<file path="config.mk">
export PLATFORM = sky130hd
export DESIGN_NAME = proxy_protocol_sniffer_core
export DESIGN_NICKNAME = d
export VERILOG_FILES = /design/src/design/pps_pkg.sv /design/src/design/pps_tracker.sv /design/src/design/pps_classify.sv /design/src/design/proxy_protocol_sniffer_core.sv
export VERILOG_INCLUDE_DIRS = /design/src /design/src/design
export SDC_FILE = /design/constraint.sdc
export NUM_CORES = 1
export LEC_CHECK = 0
export ABC_CLOCK_PERIOD_IN_PS = 7100
export BUFFER_PORTS_ARGS = -buffer_cell sky130_fd_sc_hd__buf_2
export CAP_MARGIN = 10
export CELL_PAD_IN_SITES_DETAIL_PLACEMENT = 0
export CELL_PAD_IN_SITES_GLOBAL_PLACEMENT = 1
export CORE_UTILIZATION = 50
export DETAILED_ROUTE_END_ITERATION = 10
export PLACE_DENSITY = 0.87
export SKIP_CTS_REPAIR_TIMING = 1
export SYNTH_ARGS = -nofsm -noshare
export SYNTH_HDL_FRONTEND = slang
export SYNTH_SLANG_ARGS = --single-unit
</file>
<file path="constraint.sdc">
create_clock -name clock -period 7.1 [get_ports clock]
set_input_delay 0.355 -clock clock [delete_from_list [all_inputs] [get_ports clock]]
set_output_delay 0.355 -clock clock [all_outputs]
set_load 0.1 [all_outputs]
</file>
<file path="src/design/assert_macros.svh">
// Assertion helpers shared by the RTL.
`ifndef ASSERT_MACROS_SVH
`define ASSERT_MACROS_SVH

// Property that must hold at every clock edge outside reset.
`define PPS_ASSERT(label, clk, rst, prop) \
   label: assert property (@(posedge clk) disable iff (rst) (prop)) \
      else $error("assertion failed");

// Same-cycle implication.
`define PPS_ASSERT_IMP(label, clk, rst, ante, cons) \
   label: assert property (@(posedge clk) disable iff (rst) (ante) |-> (cons)) \
      else $error("assertion failed");

// Next-cycle implication.
`define PPS_ASSERT_NXT(label, clk, rst, ante, cons) \
   label: assert property (@(posedge clk) disable iff (rst) (ante) |=> (cons)) \
      else $error("assertion failed");

`endif

</file>
<file path="src/design/pps_pkg.sv">
// ----------------------------------------------------------------------------
// pps_pkg
// Types, codes and match tables for the connection protocol sniffer.
// ----------------------------------------------------------------------------
`timescale 1ns / 1ps
`default_nettype none

package pps_pkg;

   localparam int unsigned NUM_METHODS = 9;
   localparam int unsigned PREFACE_LEN = 14;
   localparam logic [3:0]  COUNT_MAX   = 4'd15;

   localparam logic [8*PREFACE_LEN-1:0] PREFACE = "PRI * HTTP/2.0";

   localparam logic [7:0] SOCKS4_VER = 8'h04;
   localparam logic [7:0] SOCKS5_VER = 8'h05;
   localparam logic [7:0] CHAR_SPACE = 8'h20;
   localparam logic [7:0] CHAR_TAB   = 8'h09;

   localparam logic [2:0] TYPE_UNKNOWN     = 3'd0;
   localparam logic [2:0] TYPE_SOCKS4      = 3'd1;
   localparam logic [2:0] TYPE_SOCKS4A     = 3'd2;
   localparam logic [2:0] TYPE_SOCKS5      = 3'd3;
   localparam logic [2:0] TYPE_HTTP        = 3'd4;
   localparam logic [2:0] TYPE_UNSUPPORTED = 3'd5;

   typedef struct packed {
      logic [3:0]             byte_count;
      logic [7:0]             first_byte;
      logic                   addr_high_zero;
      logic                   addr_low_nonzero;
      logic                   preface_alive;
      logic [NUM_METHODS-1:0] method_alive;
      logic                   method_hit;
   } state_type;

   localparam state_type STATE_RESET = '{
      byte_count:       4'd0,
      first_byte:       8'd0,
      addr_high_zero:   1'b1,
      addr_low_nonzero: 1'b0,
      preface_alive:    1'b1,
      method_alive:     {NUM_METHODS{1'b1}},
      method_hit:       1'b0
   };

   typedef struct packed {
      logic       found;
      logic [2:0] type_code;
   } result_type;

   // Preface byte at a position below PREFACE_LEN.
   function automatic logic [7:0] preface_byte(input logic [3:0] pos);
      logic [8*PREFACE_LEN-1:0] tmp;
      tmp = PREFACE << {pos, 3'b000};
      return tmp[8*PREFACE_LEN-1 -: 8];
   endfunction

   function automatic logic [63:0] method_text(input logic [3:0] m);
      logic [63:0] txt;
      case (m)
         4'd0:    txt = {"GET", 40'd0};
         4'd1:    txt = {"HEAD", 32'd0};
         4'd2:    txt = {"POST", 32'd0};
         4'd3:    txt = {"PUT", 40'd0};
         4'd4:    txt = {"DELETE", 16'd0};
         4'd5:    txt = {"CONNECT", 8'd0};
         4'd6:    txt = {"OPTIONS", 8'd0};
         4'd7:    txt = {"TRACE", 24'd0};
         4'd8:    txt = {"PATCH", 24'd0};
         default: txt = 64'd0;
      endcase
      return txt;
   endfunction

   function automatic logic [7:0] method_char(input logic [3:0] m, input logic [2:0] pos);
      logic [63:0] tmp;
      tmp = method_text(m) << {pos, 3'b000};
      return tmp[63:56];
   endfunction

   function automatic logic [3:0] method_len(input logic [3:0] m);
      logic [3:0] len;
      case (m)
         4'd0:    len = 4'd3;
         4'd1:    len = 4'd4;
         4'd2:    len = 4'd4;
         4'd3:    len = 4'd3;
         4'd4:    len = 4'd6;
         4'd5:    len = 4'd7;
         4'd6:    len = 4'd7;
         4'd7:    len = 4'd5;
         4'd8:    len = 4'd5;
         default: len = 4'd0;
      endcase
      return len;
   endfunction

endpackage

`default_nettype wire

</file>
<file path="src/design/pps_tracker.sv">
// ----------------------------------------------------------------------------
// pps_tracker
// Per-buffer match state: updated once per byte, cleared after the last beat.
// ----------------------------------------------------------------------------
`timescale 1ns / 1ps
`default_nettype none

module pps_tracker (
   input  wire logic              clock,
   input  wire logic              reset,
   input  wire logic              take,
   input  wire logic              clear,
   input  wire logic [7:0]        data_byte,
   output pps_pkg::state_type     state_next
);

   pps_pkg::state_type state_ff;
   pps_pkg::state_type state_in;
   pps_pkg::state_type upd;
   logic [3:0]         pos;
   logic [3:0]         len;

   always_comb begin
      upd = state_ff;
      pos = state_ff.byte_count;
      len = 4'd0;
      if (pos == 4'd0) begin
         upd.first_byte = data_byte;
      end
      if (pos >= 4'd4 && pos <= 4'd6 && data_byte != 8'd0) begin
         upd.addr_high_zero = 1'b0;
      end
      if (pos == 4'd7 && data_byte != 8'd0) begin
         upd.addr_low_nonzero = 1'b1;
      end
      if (pos < 4'(pps_pkg::PREFACE_LEN) && data_byte != pps_pkg::preface_byte(pos)) begin
         upd.preface_alive = 1'b0;
      end
      for (int m = 0; m < pps_pkg::NUM_METHODS; m++) begin
         len = pps_pkg::method_len(4'(m));
         if (pos < len) begin
            if (data_byte != pps_pkg::method_char(4'(m), pos[2:0])) begin
               upd.method_alive[m] = 1'b0;
            end
         end else if (pos == len) begin
            if (state_ff.method_alive[m] &&
                (data_byte == pps_pkg::CHAR_SPACE || data_byte == pps_pkg::CHAR_TAB)) begin
               upd.method_hit = 1'b1;
            end
         end
      end
      if (pos < pps_pkg::COUNT_MAX) begin
         upd.byte_count = pos + 4'd1;
      end
   end

   assign state_next = take ? upd : state_ff;

   always_comb begin
      if (clear) begin
         state_in = pps_pkg::STATE_RESET;
      end else begin
         state_in = state_next;
      end
   end

   always_ff @(posedge clock) begin
      if (reset) begin
         state_ff <= pps_pkg::STATE_RESET;
      end else begin
         state_ff <= state_in;
      end
   end

endmodule

`default_nettype wire

</file>
<file path="src/design/pps_classify.sv">
// ----------------------------------------------------------------------------
// pps_classify
// Ordered protocol decision over the match state of a finished buffer.
// ----------------------------------------------------------------------------
`timescale 1ns / 1ps
`default_nettype none

module pps_classify (
   input  wire pps_pkg::state_type st,
   output pps_pkg::result_type     res
);

   logic [3:0] n;

   assign n = st.byte_count;

   always_comb begin
      res.found     = 1'b0;
      res.type_code = pps_pkg::TYPE_UNKNOWN;
      if (n >= 4'd8 && st.first_byte == pps_pkg::SOCKS4_VER) begin
         res.found     = 1'b1;
         res.type_code = (st.addr_high_zero && st.addr_low_nonzero) ?
                         pps_pkg::TYPE_SOCKS4A : pps_pkg::TYPE_SOCKS4;
      end else if (n >= 4'd2 && st.first_byte == pps_pkg::SOCKS5_VER) begin
         res.found     = 1'b1;
         res.type_code = pps_pkg::TYPE_SOCKS5;
      end else if ((st.preface_alive && n >= 4'(pps_pkg::PREFACE_LEN)) || st.method_hit) begin
         res.found     = 1'b1;
         res.type_code = pps_pkg::TYPE_HTTP;
      end else if (n >= 4'd8) begin
         res.found     = 1'b1;
         res.type_code = pps_pkg::TYPE_UNSUPPORTED;
      end
   end

endmodule

`default_nettype wire

</file>
<file path="src/design/proxy_protocol_sniffer_core.sv">
// ----------------------------------------------------------------------------
// proxy_protocol_sniffer_core
// Classifies the opening bytes of a client connection as SOCKS4/4a/5, HTTP
// or unsupported.
// ----------------------------------------------------------------------------
// Usage:
//   req_ channel: one beat per byte (req_byte_valid high). req_last marks the
//   final beat of a buffer; a beat with req_byte_valid low and req_last high
//   closes the buffer without a byte (an empty buffer gives unknown). A beat
//   with both low is ignored.
//   rsp_ channel: one beat per buffer, issued for the req_last beat, carrying
//   rsp_found and rsp_type_code. rsp_found low means more data is needed.
//   Throughput: one req_ beat per cycle while rsp_ is not held; see Stall.
//   Path: a last beat enters the input register; its result then enters rsp_ff.
//   The rate is set by the match-state register, updated once per byte beat.
//   Stall: while a result waits in the output register, byte beats still
//   flow; only a second last beat waits in the input register, and
//   req_ready drops once that register is held.
//   Reset: clears the valid flags of both registers and the match state; no rsp_ beat pending.
// ----------------------------------------------------------------------------
`timescale 1ns / 1ps
`default_nettype none
`include "assert_macros.svh"

module proxy_protocol_sniffer_core (
   input  wire logic       clock,
   input  wire logic       reset,
   input  wire logic       req_valid,
   output logic            req_ready,
   input  wire logic [7:0] req_data_byte,
   input  wire logic       req_byte_valid,
   input  wire logic       req_last,
   output logic            rsp_valid,
   input  wire logic       rsp_ready,
   output logic            rsp_found,
   output logic [2:0]      rsp_type_code
);

   logic                beat_valid_ff;
   logic [7:0]          beat_data_ff;
   logic                beat_byte_ff;
   logic                beat_last_ff;
   logic                rsp_valid_ff;
   logic                rsp_valid_in;
   pps_pkg::result_type rsp_ff;
   logic                advance;
   logic                fire_last;
   pps_pkg::state_type  state_next;
   pps_pkg::result_type res;

   assign advance   = beat_valid_ff &&
                      (!beat_last_ff || !rsp_valid_ff || rsp_ready);
   assign fire_last = advance && beat_last_ff;
   assign req_ready = !beat_valid_ff || advance;

   always_ff @(posedge clock) begin
      if (reset) begin
         beat_valid_ff <= 1'b0;
      end else if (req_ready) begin
         beat_valid_ff <= req_valid;
      end
      if (req_ready) begin
         beat_data_ff <= req_data_byte;
         beat_byte_ff <= req_byte_valid;
         beat_last_ff <= req_last;
      end
   end

   pps_tracker u_tracker (
      .clock      (clock),
      .reset      (reset),
      .take       (advance && beat_byte_ff),
      .clear      (fire_last),
      .data_byte  (beat_data_ff),
      .state_next (state_next)
   );

   pps_classify u_classify (
      .st  (state_next),
      .res (res)
   );

   always_comb begin
      rsp_valid_in = rsp_valid_ff;
      if (fire_last) begin
         rsp_valid_in = 1'b1;
      end else if (rsp_ready) begin
         rsp_valid_in = 1'b0;
      end
   end

   always_ff @(posedge clock) begin
      if (reset) begin
         rsp_valid_ff <= 1'b0;
      end else begin
         rsp_valid_ff <= rsp_valid_in;
      end
      if (fire_last) begin
         rsp_ff <= res;
      end
   end

   assign rsp_valid     = rsp_valid_ff;
   assign rsp_found     = rsp_ff.found;
   assign rsp_type_code = rsp_ff.type_code;

   `PPS_ASSERT_IMP(a_undecided_code, clock, reset, rsp_valid_ff && !rsp_ff.found, rsp_ff.type_code == pps_pkg::TYPE_UNKNOWN)
   `PPS_ASSERT_IMP(a_code_range, clock, reset, rsp_valid_ff, rsp_ff.type_code <= pps_pkg::TYPE_UNSUPPORTED)
   `PPS_ASSERT_NXT(a_last_gives_rsp, clock, reset, fire_last, rsp_valid_ff)
   `PPS_ASSERT_NXT(a_no_extra_rsp, clock, reset, !fire_last && (!rsp_valid_ff || rsp_ready), !rsp_valid_ff)
   `PPS_ASSERT_IMP(a_no_overwrite, clock, reset, fire_last, !rsp_valid_ff || rsp_ready)

endmodule

`default_nettype wire
</file>
# After elaboration in Yosys (flattened, before gate mapping)
# Cells that the tools add are included.
# classes
addsub	1
mul	0
div_mod_pow	0
n_lt_le_gt_ge	12
eq_ne	19
shifts	10
mux	67
bitwise_logic	0
reduce_logical	42
# op_table
op	count
$mux W64	9
$shl A64 B6 Y64	9
$shl A111 B7 Y112 const A	1
$ne A8 B8 Y1	10
$mux W1	50
$reduce_and A3 Y1	9
$mux W25	1
$logic_and A1 B1 Y1	20
$eq A4 B3 Y1 const B	4
$eq A8 B3 Y1 const B	2
$lt A4 B3 Y1 const B	4
$mux W3	3
$eq A8 B4 Y1 const B	1
$eq A8 B6 Y1 const B	1
$ge A4 B4 Y1 const B	2
$lt A4 B4 Y1 const B	2
$mux W4	2
$mux W8	1
$reduce_bool A8 Y1	1
$logic_or A1 B1 Y1	5
$add A4 B1 Y4 const B	1
$eq A4 B2 Y1 const B	1
$ge A4 B2 Y1 const B	1
$ge A4 B3 Y1 const B	1
8 further kinds	10
# totals
reg_bits	41
latchBits	0
mem_bits_rw	0
rom_bits	0
out_inout_bits	6
mem_count	0

# Depth between registers and ports, before layout
# Gate-level depths: netlist of the first run.
# logic_depth
ltp_word	37
mapped_depth	10

# Cells and area by module
# Synthesis of the first run repeated with hierarchy kept, for this count alone.
# hier_totals
cells_unflattened	344
hier_area_um2	3065.4
# by_module_without_submodules
module	n_inst	cells_each	area_each_um2	seq_area_each_um2
pps_tracker	1	304	2424.8	500.5
proxy_protocol_sniffer_core	1	26	530.5	460.4
pps_classify	1	14	110.1	0.0

# Worst setup path before layout of the first run
# OpenSTA, ideal clock, no wires.
# synth_path
path_kind	reg-to-reg
from	register rsp_valid_ff, in the netlist rsp_valid
to	register beat_byte_ff, enable pin
arrival_time_ns	2.177
required_time_ns	6.446
slack_ns	4.269
path_stages_with_launch	3
synth_period_minus_slack_ns	2.831
cell_sequence	dfxtp_1 and2b_1 nand3_1
# synth_via
elab_chain_cells	5
# synth_lines
element	line_no	text
start: declaration	proxy_protocol_sniffer_core.sv:43	logic rsp_valid_ff;
start signal: assignment	proxy_protocol_sniffer_core.sv:96	rsp_valid_ff <= rsp_valid_in;
$logic_not A1 Y1	proxy_protocol_sniffer_core.sv:52	(!beat_last_ff || !rsp_valid_ff || rsp_ready);
$logic_or A1 B1 Y1 (2 in a row)	proxy_protocol_sniffer_core.sv:52	
$logic_and A1 B1 Y1	proxy_protocol_sniffer_core.sv:51	assign advance = beat_valid_ff &&
$logic_or A1 B1 Y1	proxy_protocol_sniffer_core.sv:54	assign req_ready = !beat_valid_ff || advance;
named net req_ready	proxy_protocol_sniffer_core.sv:29	output logic req_ready,
end signal: assignment	proxy_protocol_sniffer_core.sv:64	beat_byte_ff <= req_byte_valid;
end: declaration	proxy_protocol_sniffer_core.sv:41	logic beat_byte_ff;
# The timed path passes the listed nets, and every way through them passes these cells.
# A chain may end at the register's enable or synchronous reset.

# Worst setup path after layout of the first run
# layout_path
from	register u_tracker.state_ff, in the netlist u_tracker.pos[1]
to	register rsp_ff, in the netlist rsp_type_code[2], data pin
# layout_via
elab_chain_cells	32
elab_cells_between_ends	60
# layout_lines
element	line_no	text
start: declaration	pps_tracker.sv:17	pps_pkg::state_type state_ff;
start signal: assignment	pps_tracker.sv:69	state_ff <= pps_pkg::STATE_RESET;
start signal: assignment	pps_tracker.sv:71	state_ff <= state_in;
branches (longest 27 deep; another with $lt A4 B2 Y1)	n/a	
$mux W25 *	pps_tracker.sv:57	assign state_next = take ? upd : state_ff;
$logic_or A1 B1 Y1	pps_classify.sv:27	end else if ((st.preface_alive && n >= 4'(pps_pkg::PREFACE_LEN)) || st.method_hit) begin
$mux W3	pps_classify.sv:27	
$mux W3	pps_classify.sv:24	end else if (n >= 4'd2 && st.first_byte == pps_pkg::SOCKS5_VER) begin
$mux W3 *	pps_classify.sv:20	if (n >= 4'd8 && st.first_byte == pps_pkg::SOCKS4_VER) begin
end signal: assignment	proxy_protocol_sniffer_core.sv:99	rsp_ff <= res;
end: declaration	proxy_protocol_sniffer_core.sv:45	pps_pkg::result_type rsp_ff;
# Mark *: on every way between the ends.

==> results of run 1 <==
==> flip-flops by register name, indices dropped and copies added (netlist names) <==
register	count
beat_valid_ff	1
u_tracker.state_ff	21
rsp_valid	1
rsp_found	1
rsp_type_code	3
beat_data_ff	8
beat_last_ff	1
u_tracker.pos	4
beat_byte_ff	1
==> layer usage <==
metal	vias up	GRT usage, %
met3	19	4.71
met5	-	0
met4	0	12.0
met2	92	39.3
met1	1190	36.2
li1	1267	-
==> kinds of logic (layout without fill, tap and decap cells) <==
logic type	after synthesis	in the layout	synth area share (%)
mux	13	13	4.85
fa+ha+maj	13	13	5.44
compound gates	81	81	17.4
simple gates	132	132	23.4
flops	41	41	32.1
buf+inv	45	44	6.78
xor+xnor	34	34	9.96
==> Yosys cell counts (9+ instances only) <==
| library cell | instances |
|---|---|
| a21oi_1 | 15 |
| a31oi_1 | 9 |
| buf_2 | 9 |
| clkbuf_1 | 12 |
| dfxtp_1 | 27 |
| edfxtp_1 | 14 |
| ha_1 | 13 |
| inv_1 | 14 |
| mux2i_1 | 10 |
| nand2_1 | 24 |
| nand3_1 | 12 |
| nor2_1 | 33 |
| nor3_1 | 15 |
| o21ai_0 | 24 |
| xnor2_1 | 20 |
| xor2_1 | 14 |
==> placed cells by master, fill, tap and decap left out, drive strengths merged, types with 3 or more instances in the layout <==
cell / count
nand3b: 3
a31oi: 9
dfxtp: 27
inv: 16
nor4: 5
nand3: 13
a21oi: 15
o211ai: 3
xnor2: 20
xor2: 14
buf: 21
nor2: 33
ha: 13
nor2b: 7
o21ai: 27
mux2i: 11
o31ai: 3
o22ai: 3
clkbuf: 7
nand2b: 3
or3: 6
nand2: 25
nor3: 15
edfxtp: 14
or2: 3
==> area by class of cell <==
class | count | share of cell area (%)
inverters | 15 | 1.79
clock buffers | 7 | 3.06
clock inverters | 1 | 0.278
well taps | 72 | 2.86
multi-input cells | 273 | 58.0
flip-flops and latches | 41 | 30.5
repair buffers | 21 | 3.50
==> power by group <==
group          switching, mW  total, mW  internal [mW]  leakage (nW)
Sequential            0.0163      0.267          0.251         0.367
Combinational         0.0390     0.0689         0.0299         0.800
Clock                 0.0918      0.182         0.0900        0.0549
==> path summary, 6_finish.rpt <==
check	startpoint	end	slack (ns)	cells past startpoint
worst max-delay path	u_tracker.pos[1]$_SDFF_PP0_	rsp_type_code[2]$_SDFFCE_PP0P_	4.06	8
worst min-delay path	req_byte_valid	beat_byte_ff$_DFFE_PP_	0.22	1
worst max register to register	u_tracker.pos[1]$_SDFF_PP0_	rsp_type_code[2]$_SDFFCE_PP0P_	4.06	8
worst min register to register	u_tracker.state_ff[4]$_SDFFE_PP1P_	u_tracker.state_ff[4]$_SDFFE_PP1P_	0.46	2
==> worst reg2reg max path, cell delays in order, from the launching register on <==
cell and delay, ns:
dfxtp_1 0.50, inv_1 0.30, ha_1 0.53, inv_1 0.12, or4b_4 0.68, mux2i_4 0.25, nor2b_2 0.16, o21ai_2 0.07
a21boi_2 0.16
==> through the flow <==
step           total power, mW  area, µm²  worst slack, ns  utilization, %
3_3_place_gp             0.339       3040             4.17            54.0
5_1_grt                  0.535       3150             3.90            55.8
4_1_cts                  0.517       3150             4.10            55.8
6_report                 0.518       3150             4.06            55.8
3_5_place_dp             0.340       3040             4.11            54.0
2_1_floorplan            0.323       2990             4.27               -
==> results.toml, run 1 <==
[detailed_routing]
drcViolationCount = 0
top_layer_used = "met4"
dr_total_vias = 2568
drt_iter0_drc = 302
wl_met1_um = 3360
wl_per_cell_um = 17.4
wl_met2_um = 3380
totalWireLength_um = 7470
wl_met3_um = 495
drt_first_pass_iters = 5
ant_nets = 0
via_per_inst = 5.97

[logic_synthesis]
async_reset_ff_share_pct = 0
ys_ff_latch = 41
synth-edff-count = 14
netlist.top_cell.by_area = "dfxtp_1"
syn_nets = 386
syn_inst = 359
ys.flop_type = "dfxtp_1"
ys_warn_count = 0
synth_cell_types = 65
synth_top_area_share_pct = 18.1
synth_area_leaders = "dfxtp_1 (18%), edfxtp_1 (14%), xnor2_1 (5.9%)"
syn-cell-area_um2 = 2990
synth-seq-area-share_pct = 32.1
avgSynthCellArea_um2 = 8.33

[floorplanning]
core_area_um2 = 5640
io_pins = 20
die_area_um2 = 6290
start_util_pct = 53.0
core.rowCount = 27
die_height_um = 79.3
die_width_um = 79.3

[sta]
hold_slack_ns = 0.223
finalHoldViolations = 0
slew_violations = 0
fmaxAchievable_ghz = 0.329
setup_viol = 0
skew_ns = 0.0133
slew_headroom_pct = 39.7
tightest_slew_ns = 0.904
fin_crit_sh_pct = 42.8
fin_tns_setup_ns = 0
final_period_minus_worst_setup_slack_ns = 3.04
rsz0062_at_grt = "no"

[setup_path]
crit_path_cell_trace = "inv_1 -> ha_1 -> inv_1 -> or4b_4 -> mux2i_4 -> nor2b_2 -> o21ai_2 -> a21boi_2"
cp-start-kind = "register"
worstPathRequired_ns = 7.15
end_kind = "register"
cp_data_arrival_time_ns = 3.09
cp_top_family = "simple AND/OR/NAND/NOR gates"
critPathMaxStageDelay_ns = 0.68
slowest_stage = "or4b_4"
critPathBufInv = 2
worstPathMaxFanout = 16
critical_path.most_common_cell = "inv_1"
crit_type = "register to register"

[global_route]
grt_antenna_before_repair = 0
grt_util_all_layers_pct = 26.2
grt_max_degree = 31
grt_pass1_vias = 2437
grt_overflow = 0
grt_pass1_wl_um = 12300

[clocking]
clkLatencyLatePin_ns = 0.31
cts_tree = "built"
cts.sinks = 41
cts_made_buffers = 5
cts_max_level = 2
clkTransAtPathRegs_ns = 0.09
cts-root-buf = "clkbuf_8"
cts_buffer_depth = 2

[power]
max-vdd-ir-drop_uv = 140
power.density_nw_per_um2 = 164
p_leak_nw = 1.22

[placement]
numPortBuffers = 19
hpwl_um = 5300
post-place-cells = 422
place_congestion = 0.944

[final_layout]
drive_above_1_share_pct = 12.6
fillers = 536
finish.net_count = 384
final_cells = 430
regArea_um2 = 961
diodes = 0
syn_to_final_growth_pct = 5.31
multi_input_area_um2 = 1830

[outcome]
outcome = "completed"

[flow_run]
max_cap_violations = 0

[worst_hold_path]
hp-class = "input port to register"
Power figures use the tool's default switching activity.
==> inputs of run 2 (changes only) <==
- ABC_AREA: not set -> 1
- ABC_CLOCK_PERIOD_IN_PS: 7100 -> 2900
- CORE_UTILIZATION: 50 -> 44
- PLACE_DENSITY: 0.87 -> 0.82
- clock period: 7.1 -> 2.9 ns (I/O delays scaled with it)
==> results.toml, run 2 <==
[outcome]
outcome = "completed"

[detailed_routing]
drcViolationCount = 0
dr_total_vias = 3072
wl_per_cell_um = 15.7
drt_first_pass_iters = 5
totalWireLength_um = 8490
drt_iter0_drc = 326
via_per_inst = 5.68
ant_nets = 0

[final_layout]
regMostFlops = "u_tracker.state_ff"
drive_above_1_share_pct = 11.2
reg_top3 = "u_tracker.state_ff (21), beat_data_ff (8), u_tracker.pos (4)"
final_cells = 541
diodes = 0
final_cell_mix = "nand2_1 (139), nor2_1 (49), inv_1 (40)"
layout_commonest_cell = "nand2_1"
syn_to_final_growth_pct = 8.98
largest_register_ffs = 21
finish.net_count = 490

[logic_synthesis]
synth_area_leaders = "dfxtp_1 (18%), nand2_1 (18%), edfxtp_1 (14%)"
ys_warn_count = 0
synth_top_area_share_pct = 18.3
synth.most_common_cell = "nand2_1"
syn-cell-area_um2 = 2960
syn_inst = 444
synth_common_cells = "nand2_1 (139), nor2_1 (49), inv_1 (40)"
synth-edff-count = 14
syn_nets = 471
netlist.top_cell.by_area = "dfxtp_1"
ys.flop_type = "dfxtp_1"
async_reset_ff_share_pct = 0
ys_ff_latch = 41
synth_cell_types = 37
avgSynthCellArea_um2 = 6.66
synth-seq-area-share_pct = 32.5

[clocking]
cts_made_buffers = 5
cts-root-buf = "clkbuf_8"
clkTransAtPathRegs_ns = 0.08
clkLatencyLatePin_ns = 0.29
cts.sinks = 41
cts_max_level = 2
cts_tree = "built"
cts_buffer_depth = 2

[sta]
tightest_slew_ns = 0.577
fin_tns_setup_ns = 0
fin_crit_sh_pct = 84.0
final_period_minus_worst_setup_slack_ns = 2.44
hold_slack_ns = 0.0195
slew_headroom_pct = 61.4
rsz0062_at_grt = "no"
setup_viol = 0
fmaxAchievable_ghz = 0.410
slew_violations = 0
finalHoldViolations = 0
skew_ns = 0.00685

[global_route]
grt_util_all_layers_pct = 25.0
grt_pass1_wl_um = 13800
grt_antenna_before_repair = 0
grt_pass1_vias = 2732
grt_overflow = 0
grt_max_degree = 18

[setup_path]
r2r_start = "u_tracker.pos[0]$_SDFF_PP0_"
cp_data_arrival_time_ns = 2.48
crit_type = "register to register"
slowest_stage = "dfxtp_1"
crit_path_start = "u_tracker.pos[0]$_SDFF_PP0_"
critical_path.most_common_cell = "nand2_1"
critPathMaxStageDelay_ns = 0.47
crit_path_cell_trace = "inv_1 -> ha_1 -> nand2_1 -> nand2_1 -> nand2_1 -> nand2_1 -> nand2_1 -> nand2_1 -> nor2_1 -> nand3_1 -> nand2_1 -> nand3_1 -> nand3_1 -> a21oi_1"
cp-start-kind = "register"
ff2ff_setup_slack_ns = 0.46
end_kind = "register"
worstPathMaxFanout = 9
worstPathRequired_ns = 2.95

[power]
power_switching_share_pct = 30.4
clkPwrFrac_pct = 32.3
power.density_nw_per_um2 = 431
max-vdd-ir-drop_uv = 418
p_switching_mw = 0.422
p_comb_share_pct = 21.9
p_leak_nw = 1.54
seq_power_share_pct = 45.8
intPower_mw = 0.966

[placement]
post-place-cells = 533
numPortBuffers = 19
place_congestion = 0.933
hpwl_um = 6470

[floorplanning]
core.rowCount = 29
io_pins = 20
die_width_um = 84.0
start_util_pct = 46.0
core_area_um2 = 6420
die_height_um = 84.0
die_area_um2 = 7050

[worst_hold_path]
hold_path.startpoint = "reset"
hp-class = "input port to register"

[flow_run]
max_cap_violations = 0
## run 2: layout make-up
cell class	count	area [µm²]
fill	669	3200
multi-input combinational	338	1710
sequential	41	962
timing repair buffer	29	170
tap	77	96.3
clock buffer	6	72.6
inverter	48	180
clock inverter	2	33.8
## run 2: path summary, 6_finish.rpt
kind | to | cells after the start
worst max register to register | rsp_type_code[0]$_DFFE_PP_ | 14
worst min-delay path | beat_valid_ff$_SDFFE_PP0P_ | 2
worst min register to register | u_tracker.state_ff[12]$_SDFF_PP1_ | 2
worst max-delay path | rsp_type_code[0]$_DFFE_PP_ | 14
## run 2: metal layers
layer  share of wire [%]  up-vias  global-route usage, %
met5                   0        -                      0
met3                 8.2       30                   4.95
met1                  44     1401                   32.8
met4                 3.9        0                   11.8
li1                    -     1490                      -
met2                  44      151                   39.6
## run 2: power groups by stage
stage / Combinational (mW) / Clock, mW / Sequential (mW)
2_1_floorplan: 0.214 / 0 / 0.661
3_3_place_gp: 0.300 / 0 / 0.648
3_5_place_dp: 0.299 / 0 / 0.649
4_1_cts: 0.300 / 0.454 / 0.635
5_1_grt: 0.336 / 0.478 / 0.639
6_report: 0.304 / 0.448 / 0.636
## run 2: worst max-delay path: cells and delay by family, from the launching register on
kind / cells / cell delay, ns
AO/OA/AOI/OAI: 1 / 0.08
flip-flops: 1 / 0.47
adder cells (fa/ha/maj): 1 / 0.33
buffers and inverters: 1 / 0.20
AND/OR/NAND/NOR: 11 / 1.11
## run 2: through the flow
stage	util, %	total power, mW	setup WS (ns)	area [µm²]
final	50.1	1.39	0.463	3220
after global routing	50.1	1.45	0.205	3220
after CTS	50.1	1.39	0.482	3220
after detailed placement	48.5	0.947	0.490	3110
after global placement	48.5	0.948	0.587	3110
after floorplan	-	0.874	0.174	2960
## run 2: kinds of logic after synthesis
group	after synthesis	synth area share [%]
AND/OR/NAND/NOR	246	35.8
AO/OA/AOI/OAI	68	13.1
buffers and inverters	65	9.78
flip-flops	41	32.5
adder cells (fa/ha/maj)	13	5.50
XOR/XNOR	11	3.26
==> inputs of run 3 (changes only) <==
- ABC_AREA: 1 -> 0
- ABC_CLOCK_PERIOD_IN_PS: 2900 -> 2400
- CORE_UTILIZATION: 44 -> 46
- PLACE_DENSITY: 0.82 -> 0.81
- clock period: 2.9 -> 2.4 ns (I/O delays scaled with it)
==> results.toml, run 3 (same netlist as run 1, synthesis figures left out) <==
[clocking]
clkLatencyLatePin_ns = 0.30
cts.sinks = 41
cts_tree = "built"
cts_max_level = 2
clkTransAtPathRegs_ns = 0.09
cts-root-buf = "clkbuf_8"
cts_made_buffers = 5
cts_buffer_depth = 2

[placement]
place_congestion = 0.915
placed_area_um2 = 3270
numPortBuffers = 19
hpwl_um = 5800

[sta]
slew_headroom_pct = 67.8
rsz0062_at_grt = "no"
fin_crit_sh_pct = 94.3
fin_tns_setup_ns = 0
setup_viol = 0
final_period_minus_worst_setup_slack_ns = 2.26
slew_violations = 0
tightest_slew_ns = 0.487
finalHoldViolations = 0
fmaxAchievable_ghz = 0.442
skew_ns = 0.00493

[detailed_routing]
wl_met3_um = 386
dr_total_vias = 2737
drcViolationCount = 0
via_per_inst = 5.77
top_layer_used = "met4"
wl_met1_um = 3700
drt_iter0_drc = 178
wl_per_cell_um = 17.0
ant_nets = 0
wl_met2_um = 3830
drt_first_pass_iters = 7
totalWireLength_um = 8080

[setup_path]
cp-start-kind = "register"
crit_path_cell_trace = "inv_2 -> ha_2 -> inv_1 -> or4b_4 -> buf_4 -> o21ai_2 -> and3_1 -> a31oi_1"
end_kind = "register"
worstPathRequired_ns = 2.44
critPathBufInv = 3
crit_type = "register to register"
critical_path_depth = 8
worstPathMaxFanout = 11
r2r_end = "rsp_type_code[0]$_DFFE_PP_"
r2r_start = "u_tracker.pos[1]$_SDFF_PP0_"
critPathMaxStageDelay_ns = 0.56
slowest_stage = "or4b_4"
cp_top_family = "simple AND/OR/NAND/NOR gates"
worstRegToRegCells = 8
crit_path_start = "u_tracker.pos[1]$_SDFF_PP0_"
cp-endpoint = "rsp_type_code[0]$_DFFE_PP_"
cp_data_arrival_time_ns = 2.31
ff2ff_setup_slack_ns = 0.14

[power]
p_comb_share_pct = 17.9
clkPwrFrac_pct = 31.2
power.density_nw_per_um2 = 431
max-vdd-ir-drop_uv = 461
p_switching_mw = 0.435
p_leak_nw = 1.40
power.total_mw = 1.50
seq_power_share_pct = 50.9
intPower_mw = 1.07
power_switching_share_pct = 29.0

[floorplanning]
die_height_um = 82.6
core.rowCount = 29
io_pins = 20
start_util_pct = 47.4
die_area_um2 = 6830
die_width_um = 82.6
core_area_um2 = 6310

[final_layout]
reg_top3 = "u_tracker.state_ff (21), beat_data_ff (8), u_tracker.pos (4)"
largest_register_ffs = 21
layout_commonest_cell = "nor2_1"
syn_to_final_growth_pct = 16.6
diodes = 0
drive_above_1_share_pct = 20.9
final_cell_mix = "nor2_1 (33), buf_4 (31), dfxtp_1 (26)"
post-route-cell-area_um2 = 3490
finish.net_count = 423
regMostFlops = "u_tracker.state_ff"

[worst_hold_path]
hp-class = "input port to register"
worstHoldPathCells = 2

[global_route]
grt_pass1_wl_um = 12100
grt_max_degree = 27
grt_overflow = 0
grt_antenna_before_repair = 0
grt_pass1_vias = 2360
grt_util_all_layers_pct = 24.4

[outcome]
outcome = "completed"

[flow_run]
max_cap_violations = 0
## run 3: cell types whose count changed in the layout (fill, tap and decap cells not counted), sizes merged, moves of 8 or more
cell         previous run  this run
xnor2                   1        20
dlygate4sd3             0        10
inv                    45        17
nand3                  28        13
nand4                  10         2
buf                    29        50
mux2i                   0        11
nand2                 141        25
a31oi                   1         9
nor2                   53        33
## run 3: routing by layer
| metal | vias to the layer above | track usage (%) |
|---|---|---|
| li1 | 1350 | - |
| met3 | 19 | 4.18 |
| met4 | 0 | 7.24 |
| met2 | 91 | 40.2 |
| met5 | - | 0 |
| met1 | 1277 | 32.6 |
## run 3: area by class of cell
class / instances / area, µm²
Fill cell: 615 / 2830
Multi-Input combinational cell: 273 / 1850
Sequential cell: 41 / 962
Timing Repair Buffer: 60 / 428
Tap cell: 77 / 96.3
Clock buffer: 5 / 68.8
Inverter: 15 / 56.3
Clock inverter: 3 / 20.0
## run 3: through the flow
stage	cells	worst slack, ns	hold slack [ns]	utilization (%)
floorplan	359	0.0331	0.185	-
global placement	456	0.105	0.296	51.9
detailed placement	456	0.0604	0.298	51.9
CTS	464	0.0479	-0.0121	53.3
global route	474	0.0156	0.0291	55.2
finish	474	0.137	0.0155	55.2
## run 3: power by group through the flow
stage                     logic [mW]  registers [mW]  clock network (mW)
final                          0.268           0.764               0.469
after global routing           0.290           0.768               0.510
after CTS                      0.251           0.763               0.478
after detailed placement       0.250           0.780                   0
after global placement         0.248           0.779                   0
after floorplan                0.173           0.783                   0
## run 3: worst min path at each step
stage	start	end	slack, ns
after detailed placement	req_data_byte[3]	beat_data_ff[3]$_DFFE_PP_	0.30
after floorplan	reset	rsp_valid$_SDFFE_PP0P_	0.18
final	reset	rsp_valid$_SDFFE_PP0P_	0.02
after global placement	req_data_byte[0]	beat_data_ff[0]$_DFFE_PP_	0.30
after CTS	req_byte_valid	beat_byte_ff$_DFFE_PP_	-0.01
after global routing	reset	rsp_valid$_SDFFE_PP0P_	0.03
